File: src/hw/rtl/rmp_pkg.sv
// shared types and constants for the running median pairs unit
package rmp_pkg;

    localparam int ValueWidth = 16;
    localparam int GroupSize  = 32;
    localparam int AddrWidth  = 3;

    localparam logic [AddrWidth-1:0] RegSeedValue = 3'd0;
    localparam logic [ValueWidth-1:0] SeedReset   = 16'd500;

    typedef struct packed {
        logic                  restart;
        logic [ValueWidth-1:0] first_value;
        logic [ValueWidth-1:0] second_value;
    } in_item_t;

    typedef struct packed {
        logic [ValueWidth-1:0] median;
        logic                  overflow;
    } out_item_t;

    typedef struct packed {
        logic load;
        logic ins_a;
        logic ins_b;
        logic red1;
        logic red2;
    } rmp_cmd_t;

    typedef struct packed {
        logic full;
    } rmp_status_t;

endpackage

File: src/hw/rtl/rmp_ctrl.sv
// sequencer for accept, two insertions (none when the set is full), readout and result handoff
module rmp_ctrl
    import rmp_pkg::*;
(
    input  logic        clk,
    input  logic        rst_n,
    input  logic        in_valid,
    output logic        in_ready,
    output logic        out_valid,
    input  logic        out_ready,
    input  rmp_status_t status,
    output rmp_cmd_t    cmd
);

    typedef enum logic [4:0] {
        S_IDLE  = 5'b00001,
        S_INS_A = 5'b00010,
        S_INS_B = 5'b00100,
        S_RED1  = 5'b01000,
        S_RED2  = 5'b10000
    } state_t;

    state_t state_reg;
    state_t state_next;
    logic   out_valid_reg;
    logic   out_valid_next;
    logic   out_free;

    assign out_free = !out_valid_reg || out_ready;

    always_comb
    begin
        state_next     = state_reg;
        cmd            = '0;
        in_ready       = 1'b0;
        out_valid_next = out_valid_reg && !out_ready;
        unique case (state_reg)
            S_IDLE:
            begin
                in_ready = 1'b1;
                if (in_valid) begin
                    cmd.load   = 1'b1;
                    state_next = S_INS_A;
                end
            end
            S_INS_A:
            begin
                cmd.ins_a  = 1'b1;
                state_next = status.full ? S_RED1 : S_INS_B;
            end
            S_INS_B:
            begin
                cmd.ins_b  = 1'b1;
                state_next = S_RED1;
            end
            S_RED1:
            begin
                cmd.red1   = 1'b1;
                state_next = S_RED2;
            end
            S_RED2:
            begin
                if (out_free) begin
                    cmd.red2       = 1'b1;
                    out_valid_next = 1'b1;
                    state_next     = S_IDLE;
                end
            end
            default:
            begin
                state_next = S_IDLE;
            end
        endcase
    end

    always_ff @(posedge clk or negedge rst_n)
    begin
        if (!rst_n) begin
            state_reg     <= S_IDLE;
            out_valid_reg <= 1'b0;
        end else begin
            state_reg     <= state_next;
            out_valid_reg <= out_valid_next;
        end
    end

    assign out_valid = out_valid_reg;

endmodule

File: config.mk
export PLATFORM = sky130hd
export DESIGN_NAME = rmp_ctrl
export DESIGN_NICKNAME = d
export VERILOG_FILES = /design/src/hw/rtl/rmp_pkg.sv /design/src/hw/rtl/rmp_ctrl.sv
export SDC_FILE = /design/constraint.sdc
export NUM_CORES = 1
export LEC_CHECK = 0
export ABC_AREA = 1
export BUFFER_PORTS_ARGS = -buffer_cell sky130_fd_sc_hd__buf_4
export CAP_MARGIN = 20
export CORE_AREA = 5 5 42 44
export DETAILED_ROUTE_END_ITERATION = 10
export DIE_AREA = 0 0 47 49
export GPL_TIMING_DRIVEN = 1
export PLACE_DENSITY = 0.49
export RECOVER_POWER = 50
export SLEW_MARGIN = 15
export SYNTH_ARGS = -nofsm -noshare
export SYNTH_HDL_FRONTEND = slang
export SYNTH_SLANG_ARGS = --single-unit
File: constraint.sdc
create_clock -name clk -period 1.5 [get_ports clk]
set_input_delay 0.3 -clock clk [delete_from_list [all_inputs] [get_ports clk]]
set_output_delay 0.3 -clock clk [all_outputs]
set_load 0.02 [all_outputs]
==> flow_summary.json, run 1 <==
{
  "worstSkewPairLatency_ps": 250,
  "fill_cells": 175,
  "place.gp.congestion": 0.7024,
  "drv_cap": 0,
  "h-tree-depth": 1,
  "die_x_um": 47,
  "grt_pass1_vias": 310,
  "yosysMostFrequentCell": "inv_1",
  "syn-num-nets": 51,
  "die_height_um": 49,
  "synth-seq-cells": 6,
  "io_buffers": 11,
  "finalMaxSlewViolations": 0,
  "status": "finished, violations left",
  "grt_max_degree": 7,
  "synth-edff-count": 0,
  "syn_avg_cell_area_um2": 7.752,
  "ir_drop_uv": 917.4,
  "worst_hold_path.endpoint": "state_reg[2]",
  "cts_tree": "built",
  "placementRows": 14,
  "fin_skew_ps": 9.247,
  "antenna_found_initial": 0,
  "clock.fmax_mhz": 607.9,
  "cts.path.max_buffers": 2,
  "finalCritPeriodShare_pct": 109.7,
  "drtIter0Drc": 2,
  "hold_class": "in2reg",
  "path_clk_slew_ps": 50,
  "wl_per_cell_um": 8.684,
  "start_util_pct": 25.45,
  "synthCells": 46,
  "post-route-drc-count": 0,
  "cp-start-kind": "flip-flop",
  "cts_buffers": 3,
  "required_ps": 1200,
  "synth_area_um2": 356.6,
  "worstSetupPathType": "reg2out",
  "critPathMaxFanout": 4,
  "cp.arrival_ps": 1350,
  "viasPerCell": 4.114,
  "finish.utilization_pct": 35.98,
  "ys_warn_count": 0,
  "cts.sinks": 6,
  "synth-main-ff-cell": "dfrtp_1",
  "rsz0062_at_grt": "true",
  "first_pass_iters": 2,
  "largest_reg_flops": 5,
  "synth_top_area_share_pct": 35.09,
  "dp_cells": 73,
  "antenna_left": 0,
  "grtUsageTotal_pct": 7.997,
  "yosysTopAreaCell": "dfrtp_1",
  "finalHoldViolCount": 0,
  "power_density_nw_per_um2": 1824,
  "synth.distinct_cells": 14,
  "vias": 325,
  "ios": 12,
  "n_antenna_cell": 0,
  "failed_checks": "setup timing",
  "total_power_uw": 919.6,
  "relSlewSlack_pct": 77.29,
  "leakage_nw": 0.2921,
  "synth_commonest_cells": "inv_1, nand2_1, dfrtp_1, nor2_1",
  "drive_gt1_share_pct": 42.86,
  "synth.area.top_cells": "dfrtp_1, inv_1, nor2_4, nand2_1, dfstp_2",
  "hpwl_um": 586.7,
  "die-area_um2": 2303,
  "finalNonFillerCells": 79,
  "rrSetupSlack_ps": 280,
  "reg2regPathDepth": 8,
  "holdWs_ps": 204.7,
  "min_from": "status",
  "hold_depth": 2,
  "drt-total-wl_um": 686,
  "cts_root_buf": "clkbuf_4",
  "grt_pass1_wl_um": 1242,
  "synthToLayoutAreaGrowth_pct": 41.40,
  "worst_slack_ps": -145.1,
  "pre_cts_ws_ps": 43.84,
  "finalCriticalPeriod_ps": 1645,
  "ys_seq_area_share_pct": 42.46,
  "core_um2": 1401,
  "reg2reg_to": "state_reg[0]",
  "cp-end-kind": "primary output",
  "grt_overflow": 0,
  "worst_pin_slew_ps": 340.7,
  "setup_violations": 3,
  "nets": 69,
  "ys_async_sr_fraction_pct": 100.0,
  "reg2reg_from": "state_reg[0]"
}
==> area by class of cell <==
| type | instances | area, µm² | share of cell area (%) |
|---|---|---|---|
| Tap cell | 16 | 20.02 | 3.970 |
| Inverter | 11 | 41.29 | 8.189 |
| Clock buffer | 4 | 26.28 | 5.211 |
| Sequential cell | 6 | 151.4 | 30.02 |
| Multi-Input combinational cell | 28 | 161.4 | 32.01 |
| Timing Repair Buffer | 14 | 103.9 | 20.60 |
==> layer usage <==
layer	vias to the layer above	wire (µm)	part of all wire [%]	GRT usage (%)
met5	-	0	0	0
met4	0	36	5.2	8.295
met3	5	43	6.3	3.321
met2	11	329	48	10.41
met1	139	276	40	8.929
li1	170	-	-	-
==> critical path: stages, from the launching register on <==
cell	delay, ps
dfstp_2	540
inv_2	40
nor2_2	80
nand3_2	130
nor2_4	120
nor3_2	50
buf_4	150
==> worst max path at each step <==
| stage | start | to | slack (ps) | cells past startpoint |
|---|---|---|---|---|
| CTS | state_reg[0] | cmd[4] | -170 | 6 |
| finish | state_reg[0] | cmd[4] | -150 | 6 |
| global route | state_reg[1] | cmd[4] | -220 | 5 |
| detailed placement | state_reg[0] | cmd[4] | 40 | 5 |
| floorplan | state_reg[0] | cmd[4] | 50 | 4 |
| global placement | state_reg[0] | cmd[4] | 50 | 5 |
==> cell families after synthesis <==
logic type / Yosys count / synth area share (%)
AND/OR/NAND/NOR: 26 / 41.05
buffers and inverters: 12 / 13.69
flip-flops: 6 / 42.46
AO/OA/AOI/OAI: 2 / 2.804
==> power breakdown <==
part	internal, mW	switching (mW)
Clock	0.101	0.0609
Combinational	0.213	0.283
Sequential	0.218	0.0436
==> cell usage in the layout (no fill, tap or decap) <==
| cell type | n |
|---|---|
| dlygate4sd3_1 | 1 |
| nor2_4 | 3 |
| nor2_2 | 3 |
| a21oi_1 | 1 |
| dfrtp_1 | 5 |
| clkbuf_1 | 2 |
| nor3_2 | 1 |
| inv_1 | 9 |
| clkbuf_4 | 3 |
| nand3_1 | 3 |
| o21ai_1 | 1 |
| nand2_1 | 8 |
| nor2_1 | 5 |
| nand3_2 | 2 |
| nor3_1 | 1 |
| dfstp_2 | 1 |
| inv_2 | 2 |
| buf_4 | 12 |
==> per-stage QoR <==
stage,area (µm²),setup TNS [ps]
finish,504.2,-270.3
floorplan,361.6,0
detailed placement,464.2,0
global placement,464.2,0
CTS,508.0,-374.4
global route,504.2,-742.3
==> timing repair <==
action,4_1_cts,5_1_grt
endpoints found under the hold margin,5,0
gates cloned,0,0
setup buffers,1,0
pin swaps,1,0
endpoints found under the setup margin,6,6
resized for setup,1,0
hold buffers,1,0
No activity file was read; power rests on OpenSTA's default activity.
==> run 2, diff against run 1 <==
--- a/config.mk
+++ b/config.mk
@@ -8,9 +8,9 @@
 export ABC_AREA = 1
 export BUFFER_PORTS_ARGS = -buffer_cell sky130_fd_sc_hd__buf_4
 export CAP_MARGIN = 20
-export CORE_AREA = 5 5 42 44
+export CORE_AREA = 3 3 40 42
 export DETAILED_ROUTE_END_ITERATION = 10
-export DIE_AREA = 0 0 47 49
+export DIE_AREA = 0 0 43 45
 export GPL_TIMING_DRIVEN = 1
 export PLACE_DENSITY = 0.49
 export RECOVER_POWER = 50
==> flow_summary.json, run 2 (synthesized netlist as in run 1, its figures left out) <==
{
  "grt.met1_usage_pct": 9.653,
  "placementRows": 13,
  "pre_cts_ws_ps": 65.52,
  "drive_gt1_share_pct": 65.22,
  "antenna_left": 0,
  "grt_busiest_layer": "met2",
  "vias": 363,
  "worstSetupPathType": "reg2out",
  "tns_ps": -467.4,
  "n_antenna_cell": 0,
  "rsz0062_at_grt": "true",
  "grt_pass1_wl_um": 1193,
  "die_x_um": 43,
  "total_power_mw": 1.147,
  "finalNonFillerCells": 84,
  "drt-total-wl_um": 825,
  "drv_cap": 0,
  "first_pass_iters": 2,
  "failed_checks": "setup timing",
  "die-area_um2": 1935,
  "layout_commonest_cell": "buf_4",
  "critPathMaxFanout": 3,
  "drtIter0Drc": 2,
  "holdWs_ps": 204.2,
  "reg2reg_from": "state_reg[0]",
  "wl_per_cell_um": 9.821,
  "placed_cell_area_um2": 470.5,
  "ir_drop_uv": 796.6,
  "path_cells": "inv_2, nor2_4, nand3_4, nor2_4, nor3_2, buf_4",
  "cts.path.max_buffers": 2,
  "layout_common_cells": "buf_4, nand2_1, inv_2",
  "crit_start": "state_reg[0]",
  "synthToLayoutAreaGrowth_pct": 71.93,
  "finalMaxSlewViolations": 0,
  "h-tree-depth": 1,
  "nets": 75,
  "grt_use_met2_pct": 14.07,
  "crit_top_cell": "nor2_4",
  "clock.fmax_mhz": 599.0,
  "power_density_nw_per_um2": 1871,
  "status": "finished, violations left",
  "finish.utilization_pct": 47.71,
  "min_from": "status",
  "die_height_um": 45,
  "slowest_stage": "dfstp_2",
  "worst_slack_ps": -169.4,
  "dp_cells": 73,
  "finalCriticalPeriod_ps": 1669,
  "required_ps": 1200,
  "setup_violations": 5,
  "cts_buffers": 3,
  "io_buffers": 11,
  "cts.sinks": 6,
  "cts_root_buf": "clkbuf_4",
  "worstSkewPairLatency_ps": 250,
  "post-route-drc-count": 0,
  "largest_reg_flops": 5,
  "path_clk_slew_ps": 50,
  "finalCritPeriodShare_pct": 111.3,
  "hpwl_um": 577.9,
  "cp-end-kind": "primary output",
  "start_util_pct": 27.75,
  "antenna_found_initial": 0,
  "final_cell_area_um2": 613.1,
  "hold_class": "in2reg",
  "relSlewSlack_pct": 77.09,
  "cp.arrival_ps": 1370,
  "grt_overflow": 0,
  "grtUsageTotal_pct": 8.739,
  "fin_skew_ps": 7.548,
  "core_um2": 1285,
  "viasPerCell": 4.321,
  "grt_pass1_vias": 311,
  "ios": 12,
  "cp-start-kind": "flip-flop",
  "cts_tree": "built",
  "grt_use_met3_pct": 2.390,
  "finalHoldViolCount": 0,
  "leakage_nw": 0.3182,
  "place.gp.congestion": 0.6824,
  "grt_max_degree": 7,
  "worst_pin_slew_ps": 343.6,
  "critical_path.max_stage_delay_ps": 560
}
-- run 2: cell types whose count changed in the layout (fill, tap and decap cells not counted), moves of 2 or more --
cell | before | now
nand3_4 | 0 | 2
nor2_4 | 3 | 5
buf_6 | 0 | 4
inv_1 | 9 | 4
nor2_1 | 5 | 3
inv_2 | 2 | 7
buf_4 | 12 | 14
nand3_1 | 3 | 0
-- run 2: timing repair --
action | CTS | global route
hold buffers | 1 | 0
hold endpoints to repair | 5 | 0
setup endpoints to repair | 4 | 6
buffers inserted | 1 | 5
resized for setup | 4 | 17
pin swaps | 1 | 5
-- run 2: where the power goes --
| part | internal, mW | leakage [nW] | switching (mW) | total, mW |
|---|---|---|---|---|
| logic | 0.341 | 0.226 | 0.359 | 0.701 |
| clock network | 0.101 | 0.0150 | 0.0602 | 0.161 |
| registers | 0.221 | 0.0772 | 0.0647 | 0.285 |
-- run 2: area by class of cell --
class,count,area (µm²)
sequential,6,152.6
multi-input combinational,28,210.2
timing repair buffer,20,163.9
inverter,11,41.29
fill,133,671.9
clock buffer,4,26.28
tap,15,18.77
-- run 2: final timing paths --
| path | endpoint | slack, ps | depth (start not counted) |
|---|---|---|---|
| min in group asynchronous | state_reg[3] | 460 | 2 |
| min reg2reg | out_valid | 600 | 2 |
| max in group asynchronous | state_reg[0] | 730 | 2 |
| max | cmd[4] | -170 | 6 |
| max reg2reg | state_reg[0] | 170 | 9 |
| min | state_reg[2] | 200 | 2 |
-- run 2: worst max-delay path, delay by kind of cell (launching register included) --
kind          cells  cell delay, ps
flops             1             560
simple gates      4             370
buf+inv           2             200
-- run 2: metal layers --
layer  up-vias  wire (µm)
met5         -          0
li1        185          -
met4         0         21
met1       165        326
met3         4         38
met2         9        440
